[src/rtl/sfls_pkg.sv]
// ----------------------------------------------------------------------------
// sfls_pkg
// Shared types, field widths and slot schedule constants of the slotted
// frame link scheduler.
// ----------------------------------------------------------------------------
package sfls_pkg;

    // field widths
    localparam int BYTE_W      = 8;
    localparam int SLOT_W      = 7;
    localparam int FRAME_W     = 8;
    localparam int CFG_INDEX_W = 2;
    localparam int CFG_DATA_W  = 8;

    // default sizing handed to the top level parameters
    localparam int DEF_TX_QUEUE_DEPTH = 16;
    localparam int DEF_LOG_DEPTH      = 128;
    localparam int DEF_LAST_SLOT      = 67;

    // frame counter wraps after this value (count modulo 255)
    localparam logic [FRAME_W-1:0] FRAME_LAST = 8'd254;

    // key line schedule
    localparam logic [SLOT_W-1:0] SLOT_KEY_OFF_A = 7'd1;
    localparam logic [SLOT_W-1:0] SLOT_KEY_OFF_B = 7'd30;
    localparam logic [SLOT_W-1:0] SLOT_KEY_ON_A  = 7'd24;
    localparam logic [SLOT_W-1:0] SLOT_KEY_ON_B  = 7'd53;

    // transmit windows, exclusive bounds
    localparam logic [SLOT_W-1:0] SLOT_WIN_A_LO = 7'd24;
    localparam logic [SLOT_W-1:0] SLOT_WIN_A_HI = 7'd30;
    localparam logic [SLOT_W-1:0] SLOT_WIN_B_LO = 7'd54;
    localparam logic [SLOT_W-1:0] SLOT_WIN_B_HI = 7'd60;

    // configuration register indexes
    localparam logic [CFG_INDEX_W-1:0] CFG_ENABLE    = 2'd0;
    localparam logic [CFG_INDEX_W-1:0] CFG_SYNC_BYTE = 2'd1;

    typedef enum logic [1:0] {
        OP_TICK  = 2'd0,
        OP_QUEUE = 2'd1,
        OP_POP   = 2'd2,
        OP_FLUSH = 2'd3
    } t_op;

    typedef struct packed {
        t_op               operation;
        logic              rx_ready;
        logic [BYTE_W-1:0] rx_byte;
        logic [BYTE_W-1:0] tx_byte;
    } t_in_item;

    typedef struct packed {
        logic               uart_send;
        logic [BYTE_W-1:0]  uart_byte;
        logic               key_line;
        logic               queue_accepted;
        logic               entry_valid;
        logic [FRAME_W-1:0] entry_frame;
        logic [SLOT_W-1:0]  entry_slot;
        logic [BYTE_W-1:0]  entry_data;
        logic               entry_is_tx;
        logic               log_dropped;
    } t_out_item;

    typedef struct packed {
        logic [FRAME_W-1:0] frame;
        logic [SLOT_W-1:0]  slot;
        logic [BYTE_W-1:0]  data;
        logic               is_tx;
    } t_log_entry;

    // slot lies in one of the two transmit windows
    function automatic logic in_tx_window(input logic [SLOT_W-1:0] slot);
        return ((slot > SLOT_WIN_A_LO) && (slot < SLOT_WIN_A_HI)) ||
               ((slot > SLOT_WIN_B_LO) && (slot < SLOT_WIN_B_HI));
    endfunction

endpackage

[src/rtl/sfls_in_if.sv]
// ----------------------------------------------------------------------------
// sfls_in_if
// Valid/ready channel carrying one operation into the scheduler.
// ----------------------------------------------------------------------------
interface sfls_in_if;
    logic                valid;
    logic                ready;
    sfls_pkg::t_in_item  data;

    modport source (output valid, output data, input ready);
    modport sink   (input valid, input data, output ready);
endinterface

[src/rtl/sfls_out_if.sv]
// ----------------------------------------------------------------------------
// sfls_out_if
// Valid/ready channel carrying one result out of the scheduler.
// ----------------------------------------------------------------------------
interface sfls_out_if;
    logic                valid;
    logic                ready;
    sfls_pkg::t_out_item data;

    modport source (output valid, output data, input ready);
    modport sink   (input valid, input data, output ready);
endinterface

[src/rtl/slotted_frame_link_scheduler.sv]
// ----------------------------------------------------------------------------
// slotted_frame_link_scheduler
// Time-slotted serial link sequencer: slot ticks, transmit queue, event log
// ring, key line and frame sync, with the queue and the log held in memories.
// ----------------------------------------------------------------------------
//  channel   direction  carries
//  i_in      sink       operation, rx_ready, rx_byte, tx_byte
//  o_out     source     send, key, queue and log entry result fields
//  i_cfg_*   write      enable (index 0), sync_byte (index 1)
//
//  one transaction at a time: a new one is accepted only after the last has
//  executed. the accept edge issues the queue and log reads, execution then
//  uses the registered item and writes the first log entry, and the log
//  memory's single write port takes a second entry in the cycle after that,
//  overlapping the next accept. the result is registered at execution; a
//  waiting result holds execution but not the accept of the next transaction.
//  reset clears all pointers and counters; no clearing pass over memories.
// ----------------------------------------------------------------------------
module slotted_frame_link_scheduler #(
    parameter int TX_QUEUE_DEPTH = sfls_pkg::DEF_TX_QUEUE_DEPTH,
    parameter int LOG_DEPTH      = sfls_pkg::DEF_LOG_DEPTH,
    parameter int LAST_SLOT      = sfls_pkg::DEF_LAST_SLOT
) (
    input  logic                               i_clk,
    input  logic                               i_rst_n,
    sfls_in_if.sink                            i_in,
    sfls_out_if.source                         o_out,
    input  logic                               i_cfg_we,
    input  logic [sfls_pkg::CFG_INDEX_W-1:0]   i_cfg_index,
    input  logic [sfls_pkg::CFG_DATA_W-1:0]    i_cfg_data
);

    localparam int TXQ_AW = $clog2(TX_QUEUE_DEPTH);
    localparam int TXQ_CW = $clog2(TX_QUEUE_DEPTH + 1);
    localparam int LOG_AW = $clog2(LOG_DEPTH);
    localparam logic [sfls_pkg::SLOT_W-1:0] SLOT_LAST = sfls_pkg::SLOT_W'(LAST_SLOT);

    // ring pointer step with wrap at a non power of two depth
    function automatic logic [TXQ_AW-1:0] txq_next(input logic [TXQ_AW-1:0] p);
        logic [TXQ_AW:0] q;
        q = {1'b0, p} + (TXQ_AW + 1)'(1);
        return (q >= (TXQ_AW + 1)'(TX_QUEUE_DEPTH)) ? '0 : q[TXQ_AW-1:0];
    endfunction

    function automatic logic [LOG_AW-1:0] log_next(input logic [LOG_AW-1:0] p);
        logic [LOG_AW:0] q;
        q = {1'b0, p} + (LOG_AW + 1)'(1);
        return (q >= (LOG_AW + 1)'(LOG_DEPTH)) ? '0 : q[LOG_AW-1:0];
    endfunction

    // configuration
    logic                              r_enable;
    logic [sfls_pkg::BYTE_W-1:0]       r_sync_byte;

    // schedule and pointer state
    logic [sfls_pkg::SLOT_W-1:0]       r_slot,      n_slot;
    logic [sfls_pkg::FRAME_W-1:0]      r_frame,     n_frame;
    logic                              r_key,       n_key;
    logic [TXQ_CW-1:0]                 r_tx_count,  n_tx_count;
    logic [TXQ_AW-1:0]                 r_tx_rptr,   n_tx_rptr;
    logic [TXQ_AW-1:0]                 r_tx_wptr,   n_tx_wptr;
    logic [LOG_AW-1:0]                 r_log_head,  n_log_head;
    logic [LOG_AW-1:0]                 r_log_tail,  n_log_tail;

    // pipeline control and payload
    logic                              r_ex_valid;
    sfls_pkg::t_in_item                r_item;
    logic                              r_w2_valid;
    logic [LOG_AW-1:0]                 r_w2_addr;
    sfls_pkg::t_log_entry              r_w2_data;
    logic                              r_out_valid;
    sfls_pkg::t_out_item               r_out;

    // memories and their registered read data
    logic [sfls_pkg::BYTE_W-1:0]       tx_mem  [TX_QUEUE_DEPTH];
    sfls_pkg::t_log_entry              log_mem [LOG_DEPTH];
    logic [sfls_pkg::BYTE_W-1:0]       r_tx_rd;
    sfls_pkg::t_log_entry              r_log_rd;

    // execute stage signals
    logic                              in_accept;
    logic                              ex_done;
    logic                              tx_we;
    logic                              slot_wrap;
    logic [sfls_pkg::SLOT_W-1:0]       slot_base;
    logic                              ev_rx;
    logic                              ev_b;
    sfls_pkg::t_log_entry              entry_rx;
    sfls_pkg::t_log_entry              entry_b;
    logic                              w1_valid;
    logic                              w2_valid;
    logic [LOG_AW-1:0]                 w1_addr;
    logic [LOG_AW-1:0]                 w2_addr;
    sfls_pkg::t_log_entry              w1_data;
    logic [LOG_AW-1:0]                 head1;
    logic [LOG_AW-1:0]                 tail1;
    sfls_pkg::t_out_item               res;
    logic                              log_we;
    logic [LOG_AW-1:0]                 log_waddr;
    sfls_pkg::t_log_entry              log_wdata;

    // handshakes
    assign i_in.ready  = !r_ex_valid;
    assign in_accept   = i_in.valid && !r_ex_valid;
    assign ex_done     = r_ex_valid && (!r_out_valid || o_out.ready);
    assign o_out.valid = r_out_valid;
    assign o_out.data  = r_out;

    // execute: next state, log writes and result
    always_comb begin
        n_slot     = r_slot;
        n_frame    = r_frame;
        n_key      = r_key;
        n_tx_count = r_tx_count;
        n_tx_rptr  = r_tx_rptr;
        n_tx_wptr  = r_tx_wptr;
        n_log_head = r_log_head;
        n_log_tail = r_log_tail;
        tx_we      = 1'b0;
        ev_rx      = 1'b0;
        ev_b       = 1'b0;
        res        = '0;
        slot_wrap  = (r_slot == SLOT_LAST);
        slot_base  = slot_wrap ? '0 : r_slot;
        entry_rx   = '{frame: r_frame, slot: r_slot, data: r_item.rx_byte, is_tx: 1'b0};
        entry_b    = '0;

        unique case (r_item.operation)
            sfls_pkg::OP_TICK: begin
                n_slot = slot_base + sfls_pkg::SLOT_W'(1);
                if (r_enable) begin
                    ev_rx = r_item.rx_ready;
                    if (slot_wrap) begin
                        n_frame       = (r_frame == sfls_pkg::FRAME_LAST) ? '0
                                        : r_frame + sfls_pkg::FRAME_W'(1);
                        res.uart_send = 1'b1;
                        res.uart_byte = r_sync_byte;
                        ev_b          = 1'b1;
                        entry_b       = '{frame: n_frame, slot: '0,
                                          data: r_sync_byte, is_tx: 1'b1};
                    end else if ((r_slot == sfls_pkg::SLOT_KEY_OFF_A) ||
                                 (r_slot == sfls_pkg::SLOT_KEY_OFF_B)) begin
                        n_key = 1'b0;
                    end else if ((r_slot == sfls_pkg::SLOT_KEY_ON_A) ||
                                 (r_slot == sfls_pkg::SLOT_KEY_ON_B)) begin
                        n_key = 1'b1;
                    end
                    // transmit window dequeue
                    if (sfls_pkg::in_tx_window(slot_base) && (r_tx_count != '0)) begin
                        n_tx_count    = r_tx_count - TXQ_CW'(1);
                        n_tx_rptr     = txq_next(r_tx_rptr);
                        res.uart_send = 1'b1;
                        res.uart_byte = r_tx_rd;
                        ev_b          = 1'b1;
                        entry_b       = '{frame: r_frame, slot: slot_base,
                                          data: r_tx_rd, is_tx: 1'b1};
                    end
                end
            end
            sfls_pkg::OP_QUEUE: begin
                if (r_tx_count < TXQ_CW'(TX_QUEUE_DEPTH)) begin
                    tx_we              = 1'b1;
                    n_tx_count         = r_tx_count + TXQ_CW'(1);
                    n_tx_wptr          = txq_next(r_tx_wptr);
                    res.queue_accepted = 1'b1;
                end
            end
            sfls_pkg::OP_POP: begin
                if (r_log_head != r_log_tail) begin
                    res.entry_valid = 1'b1;
                    res.entry_frame = r_log_rd.frame;
                    res.entry_slot  = r_log_rd.slot;
                    res.entry_data  = r_log_rd.data;
                    res.entry_is_tx = r_log_rd.is_tx;
                    n_log_tail      = log_next(r_log_tail);
                end
            end
            sfls_pkg::OP_FLUSH: begin
                n_tx_count = '0;
                n_tx_rptr  = '0;
                n_tx_wptr  = '0;
            end
        endcase

        // order the up to two log writes of a tick; full ring drops oldest
        w1_valid = ev_rx || ev_b;
        w2_valid = ev_rx && ev_b;
        w1_data  = ev_rx ? entry_rx : entry_b;
        w1_addr  = r_log_head;
        head1    = r_log_head;
        tail1    = r_log_tail;
        w2_addr  = r_log_head;
        if (w1_valid) begin
            head1 = log_next(r_log_head);
            if (head1 == r_log_tail) begin
                tail1           = log_next(r_log_tail);
                res.log_dropped = 1'b1;
            end
            n_log_head = head1;
            n_log_tail = tail1;
        end
        if (w2_valid) begin
            w2_addr    = head1;
            n_log_head = log_next(head1);
            if (n_log_head == tail1) begin
                n_log_tail      = log_next(tail1);
                res.log_dropped = 1'b1;
            end
        end

        res.key_line = n_key;
    end

    // state and control registers; configuration writes land last
    always_ff @(posedge i_clk) begin
        if (!i_rst_n) begin
            r_enable    <= 1'b0;
            r_sync_byte <= '0;
            r_slot      <= '0;
            r_frame     <= '0;
            r_key       <= 1'b0;
            r_tx_count  <= '0;
            r_tx_rptr   <= '0;
            r_tx_wptr   <= '0;
            r_log_head  <= '0;
            r_log_tail  <= '0;
            r_ex_valid  <= 1'b0;
            r_w2_valid  <= 1'b0;
            r_out_valid <= 1'b0;
        end else begin
            if (ex_done) begin
                r_slot     <= n_slot;
                r_frame    <= n_frame;
                r_key      <= n_key;
                r_tx_count <= n_tx_count;
                r_tx_rptr  <= n_tx_rptr;
                r_tx_wptr  <= n_tx_wptr;
                r_log_head <= n_log_head;
                r_log_tail <= n_log_tail;
            end
            if (i_cfg_we) begin
                unique case (i_cfg_index)
                    sfls_pkg::CFG_ENABLE: begin
                        r_enable   <= i_cfg_data[0];
                        r_log_head <= '0;
                        r_log_tail <= '0;
                    end
                    sfls_pkg::CFG_SYNC_BYTE: begin
                        r_sync_byte <= i_cfg_data;
                    end
                    default: begin
                    end
                endcase
            end
            if (in_accept) begin
                r_ex_valid <= 1'b1;
            end else if (ex_done) begin
                r_ex_valid <= 1'b0;
            end
            r_w2_valid <= ex_done && w2_valid;
            if (ex_done) begin
                r_out_valid <= 1'b1;
            end else if (o_out.ready) begin
                r_out_valid <= 1'b0;
            end
        end
    end

    // payload registers
    always_ff @(posedge i_clk) begin
        if (in_accept) begin
            r_item <= i_in.data;
        end
        if (ex_done) begin
            r_w2_addr <= w2_addr;
            r_w2_data <= entry_b;
            r_out     <= res;
        end
    end

    // transmit queue memory
    always_ff @(posedge i_clk) begin
        if (ex_done && tx_we) begin
            tx_mem[r_tx_wptr] <= r_item.tx_byte;
        end
        if (in_accept) begin
            r_tx_rd <= tx_mem[r_tx_rptr];
        end
    end

    // log ring memory, second entry of a tick written in the cycle after execute
    assign log_we    = (ex_done && w1_valid) || r_w2_valid;
    assign log_waddr = r_w2_valid ? r_w2_addr : w1_addr;
    assign log_wdata = r_w2_valid ? r_w2_data : w1_data;

    always_ff @(posedge i_clk) begin
        if (log_we) begin
            log_mem[log_waddr] <= log_wdata;
        end
        // forward the late entry when it lands on the address being read
        if (in_accept) begin
            if (r_w2_valid && (r_w2_addr == r_log_tail)) begin
                r_log_rd <= r_w2_data;
            end else begin
                r_log_rd <= log_mem[r_log_tail];
            end
        end
    end

    // checks
    a_w2_follows_exec: assert property (@(posedge i_clk) disable iff (!i_rst_n)
        r_w2_valid |-> $past(ex_done))
        else $error("late log write without a preceding execute");

    a_log_only_on_tick: assert property (@(posedge i_clk) disable iff (!i_rst_n)
        (ex_done && (r_item.operation != sfls_pkg::OP_TICK)) |-> !w1_valid)
        else $error("log write from a non-tick operation");

    a_tx_count_bound: assert property (@(posedge i_clk) disable iff (!i_rst_n)
        r_tx_count <= TXQ_CW'(TX_QUEUE_DEPTH))
        else $error("transmit queue count beyond depth");

    a_log_not_empty: assert property (@(posedge i_clk) disable iff (!i_rst_n)
        (ex_done && w1_valid && !i_cfg_we) |=> (r_log_head != r_log_tail))
        else $error("log ring empty right after a write");

endmodule
[src/flat_wrapper.sv]
// flat-port wrapper written by rule: the top's interface ports become plain ports
module slotted_frame_link_scheduler_flat 
#(
    parameter int TX_QUEUE_DEPTH = sfls_pkg::DEF_TX_QUEUE_DEPTH,
    parameter int LOG_DEPTH      = sfls_pkg::DEF_LOG_DEPTH,
    parameter int LAST_SLOT      = sfls_pkg::DEF_LAST_SLOT
)
  (i_clk, i_rst_n, i_cfg_we, i_cfg_index, i_cfg_data, i_in_valid, i_in_data, i_in_ready, o_out_valid, o_out_data, o_out_ready);
  sfls_in_if i_in_i ();
  sfls_out_if o_out_i ();
  input  logic i_clk;
  input  logic i_rst_n;
  input  logic i_cfg_we;
  input  logic [sfls_pkg::CFG_INDEX_W-1:0] i_cfg_index;
  input  logic [sfls_pkg::CFG_DATA_W-1:0] i_cfg_data;
  input wire logic [$bits(i_in_i.valid)-1:0] i_in_valid;
  input wire logic [$bits(i_in_i.data)-1:0] i_in_data;
  output wire logic [$bits(i_in_i.ready)-1:0] i_in_ready;
  output wire logic [$bits(o_out_i.valid)-1:0] o_out_valid;
  output wire logic [$bits(o_out_i.data)-1:0] o_out_data;
  input wire logic [$bits(o_out_i.ready)-1:0] o_out_ready;
  assign i_in_i.valid = i_in_valid;
  assign i_in_i.data = i_in_data;
  assign i_in_ready = i_in_i.ready;
  assign o_out_valid = o_out_i.valid;
  assign o_out_data = o_out_i.data;
  assign o_out_i.ready = o_out_ready;
  slotted_frame_link_scheduler #(.TX_QUEUE_DEPTH(TX_QUEUE_DEPTH), .LOG_DEPTH(LOG_DEPTH), .LAST_SLOT(LAST_SLOT)) u_core (.i_clk(i_clk), .i_rst_n(i_rst_n), .i_in(i_in_i), .o_out(o_out_i), .i_cfg_we(i_cfg_we), .i_cfg_index(i_cfg_index), .i_cfg_data(i_cfg_data));
endmodule
[config.mk]
export PLATFORM = sky130hd
export DESIGN_NAME = slotted_frame_link_scheduler_flat
export DESIGN_NICKNAME = d
export VERILOG_FILES = /design/src/rtl/sfls_pkg.sv /design/src/rtl/sfls_in_if.sv /design/src/rtl/sfls_out_if.sv /design/src/rtl/slotted_frame_link_scheduler.sv /design/src/flat_wrapper.sv
export SDC_FILE = /design/constraint.sdc
export NUM_CORES = 2
export LEC_CHECK = 0
export CORE_AREA = 3 3 374 653
export CTS_CLUSTER_DIAMETER = 40
export CTS_CLUSTER_SIZE = 30
export DETAILED_ROUTE_END_ITERATION = 8
export DIE_AREA = 0 0 377 656
export DONT_BUFFER_PORTS = 1
export PLACE_DENSITY_LB_ADDON = 0.15
export SLEW_MARGIN = 10
export SYNTH_ARGS = -nofsm -noshare
export SYNTH_HDL_FRONTEND = slang
export SYNTH_SLANG_ARGS = --single-unit
[constraint.sdc]
create_clock -name i_clk -period 9.5 [get_ports i_clk]
set_input_delay 1.425 -clock i_clk [delete_from_list [all_inputs] [get_ports i_clk]]
set_output_delay 1.425 -clock i_clk [all_outputs]
set_load 0.01 [all_outputs]
==> qor.yml <==
fill_cells: 16400
skew_ps: 56.6
arrival_ps: 5860
cts.repair.resized: 0
worstSkewPairLatency_ps: 940
min_period_over_period_pct: 54.8
worstMarginPinSlew_ps: 1320
routabilityCongestion: 0.900
path_max_fanout: 25
track_usage_pct: 27.6
pwr-share-comb_pct: 1.5
viasPerCell: 6.61
core_area_mm2: 0.240
fmax_ghz: 0.192
synth_mux_area_share_pct: 18.3
finalHoldViolCount: 0
min_path_type: "flip-flop to flip-flop"
end_kind: "flip-flop"
cts_tree: "yes"
fin_nets: 5955
cp.depth: 9
slew_headroom_pct: 11.4
synth-seq-area-share_pct: 76.8
maxSlewViolCount: 0
clkPwrFrac_pct: 40.0
p_leak_nw: 42.7
regArea_mm2: 0.101
slowest_delay_ps: 1070
switching_share_pct: 22.0
synth-edff-count: 3319
synthAdderAreaFrac_pct: 0.254
maxCapViolCount: 0
synth_area_leader_cell: "edfxtp_1"
die_w_um: 377
critPathSlowestCell: "a211oi_1"
first_iter_violations: 7069
fin_setup_tns_ps: 0
syn2layout_area_growth_pct: 10.8
vias: 61200
synthesis.area_mm2: 0.131
final_core_util_pct: 60.6
power_switching_w: 0.00610
p_int_w: 0.0216
synth_area_leaders: "edfxtp_1 76%, mux4_2 18%, dfxtp_1 0.84%"
synth_compound_area_share_pct: 1.34
min_path_cells: 2
wire_per_inst_um: 36.4
clkSinkCount: 3374
grt_pass1_wl_mm: 479
drive_gt1_share_pct: 31.3
dieArea_mm2: 0.247
status: "completed"
synth_top_family_by_area: "multiplexers"
crit_path_frequent_cell: "buf_4"
critPathBufInv: 3
fin_crit_ps: 5210
cts_buffer_depth: 4
total_power_w: 0.0277
final_common_cell: "edfxtp_1"
synth_flop_cell: "edfxtp_1"
synthCells: 5745
drt_wl_total_mm: 337
drc: 0
grt_max_degree: 118
use_met3_pct: 3.69
cp_data_required_time_ps: 10150
h-tree-depth: 4
layout_common_cells: "3319 x edfxtp_1, 1033 x mux4_2, 236 x clkbuf_16"
grt_overflow_total: 0
rows: 238
port_buffers: 0
clock-root-buffer: "clkbuf_16"
synth_top_area_share_pct: 75.9
ir_drop_v: 0.000169
synth_simple_gate_area_share_pct: 2.02
cp-start-kind: "flip-flop"
hpwlAfterDp_mm: 198
grt_pass1_vias: 62900
die_h_um: 656
multiInputGateArea_mm2: 0.0300
crit_type: "flip-flop to flip-flop"
cts_setup_buffers: 0
ys_warn_count: 0
synth_area_per_cell_um2: 22.9
hold_buffers: 0
initial_core_util_pct: 54.7
grt-busiest-layer: "met2"
synth_cell_type_count: 83
setup_viol: 0
ys_ff_latch: 3374
postRouteAntennaNets: 0
rsz0062_at_grt: "false"
yosys.area_share.xor_xnor_pct: 0.306
cts.clk_slew.worst_paths_ps: 90
power_per_cell_area_mw_per_mm2: 190
cts_buffers: 235
cp_top_family: "buffers and inverters"
drt-pass1-iter-count: 6
path_cells: "inv_4 > buf_4 > buf_4 > mux4_2 > and2_1 > a211oi_1 > a311oi_1 > a21o_1 > mux2_2"
grt.met1_usage_pct: 33.7
reg2reg_depth: 9
synth_nets: 5805
synth-async-reset-ratio_pct: 0
ios: 73
grt.met2_usage_pct: 48.7
power_frac_seq_pct: 58.5
antenna_found_initial: 28
[tightest hold or removal path, stage by stage (launching register included)]
cell	delay (ps)
dfxtp_1	340
nand2_1	60
a21oi_1	50
[power groups by stage]
stage / sequential [W] / combinational [W] / clock [W]
6_report: 0.0162 / 0.000429 / 0.0111
5_1_grt: 0.0162 / 0.000457 / 0.0118
4_1_cts: 0.0162 / 0.000433 / 0.0112
3_5_place_dp: 0.0165 / 0.000432 / 0
3_3_place_gp: 0.0165 / 0.000428 / 0
2_1_floorplan: 0.0165 / 0.000307 / 0
[Yosys cell counts, drive strengths merged (4+ instances only)]
cell,n
edfxtp,3319
mux4,1033
nor2,222
clkbuf,184
nand2,163
buf,134
a21oi,85
o21ai,60
dfxtp,55
mux2i,51
and2,40
nand3,35
inv,34
xnor2,29
and3,26
ha,25
a211oi,20
mux2,19
nor3,19
xor2,16
a21o,14
a31oi,14
a311oi,10
nand2b,10
nor4,10
o32ai,10
nand4,8
or2,8
o2bb2ai,7
a22o,6
nand3b,6
or3,6
nor2b,5
o22ai,5
nor3b,4
o21a,4
or4,4
[sequential cells by signal, indices dropped and copies added, names as in the netlist, 8 cells and up]
name	count
u_core.r_w2_data	24
u_core.r_tx_rd	8
u_core.o_out.data	37
u_core.log_mem	3072
u_core.r_frame	8
u_core.entry_rx	8
u_core.r_log_rd	24
u_core.r_sync_byte	8
u_core.r_item	11
u_core.tx_mem	128
[stage by stage]
stage | instances | worst slack [ps] | hold WS [ps] | cell area, µm²
final | 9258 | 4290 | 497 | 145000
after global routing | 9246 | 4080 | 505 | 145000
after CTS | 9206 | 4240 | 485 | 145000
after detailed placement | 8776 | 4260 | 473 | 137000
after global placement | 8769 | 3520 | 477 | 137000
after floorplan | 5745 | 851 | 436 | 131000
[path summary, 6_finish.rpt]
check,start,to,slack (ps)
worst max-delay path,u_core.r_log_tail[4],u_core.r_log_rd[2],4290
worst min-delay path,u_core.r_key,u_core.r_key,500
worst max register to register,u_core.r_log_tail[4],u_core.r_log_rd[2],4290
worst min register to register,u_core.r_key,u_core.r_key,500
[routing by layer]
| metal | vias to the layer above | wire length [µm] |
|---|---|---|
| met1 | 33300 | 116000 |
| met2 | 2535 | 181000 |
| li1 | 24700 | - |
| met5 | - | 118 |
| met4 | 18 | 18800 |
| met3 | 614 | 21200 |
[cells by family after synthesis]
family,count (synthesis)
buffers and inverters,352
AND/OR/NAND/NOR,578
adder cells (fa/ha/maj),26
XOR/XNOR,45
multiplexers,1103
AO/OA/AOI/OAI,266
flip-flops,3374
other,1
[final cells by class]
class / instances / share of cell area (%)
clock buffer: 242 / 4.08
antenna: 50 / 0.0860
clock inverter: 188 / 1.78
timing repair buffer: 231 / 1.37
multi-input combinational: 2019 / 20.6
inverter: 34 / 0.0955
tap: 3120 / 2.68
sequential: 3374 / 69.3
Power figures use the tool's default switching activity.
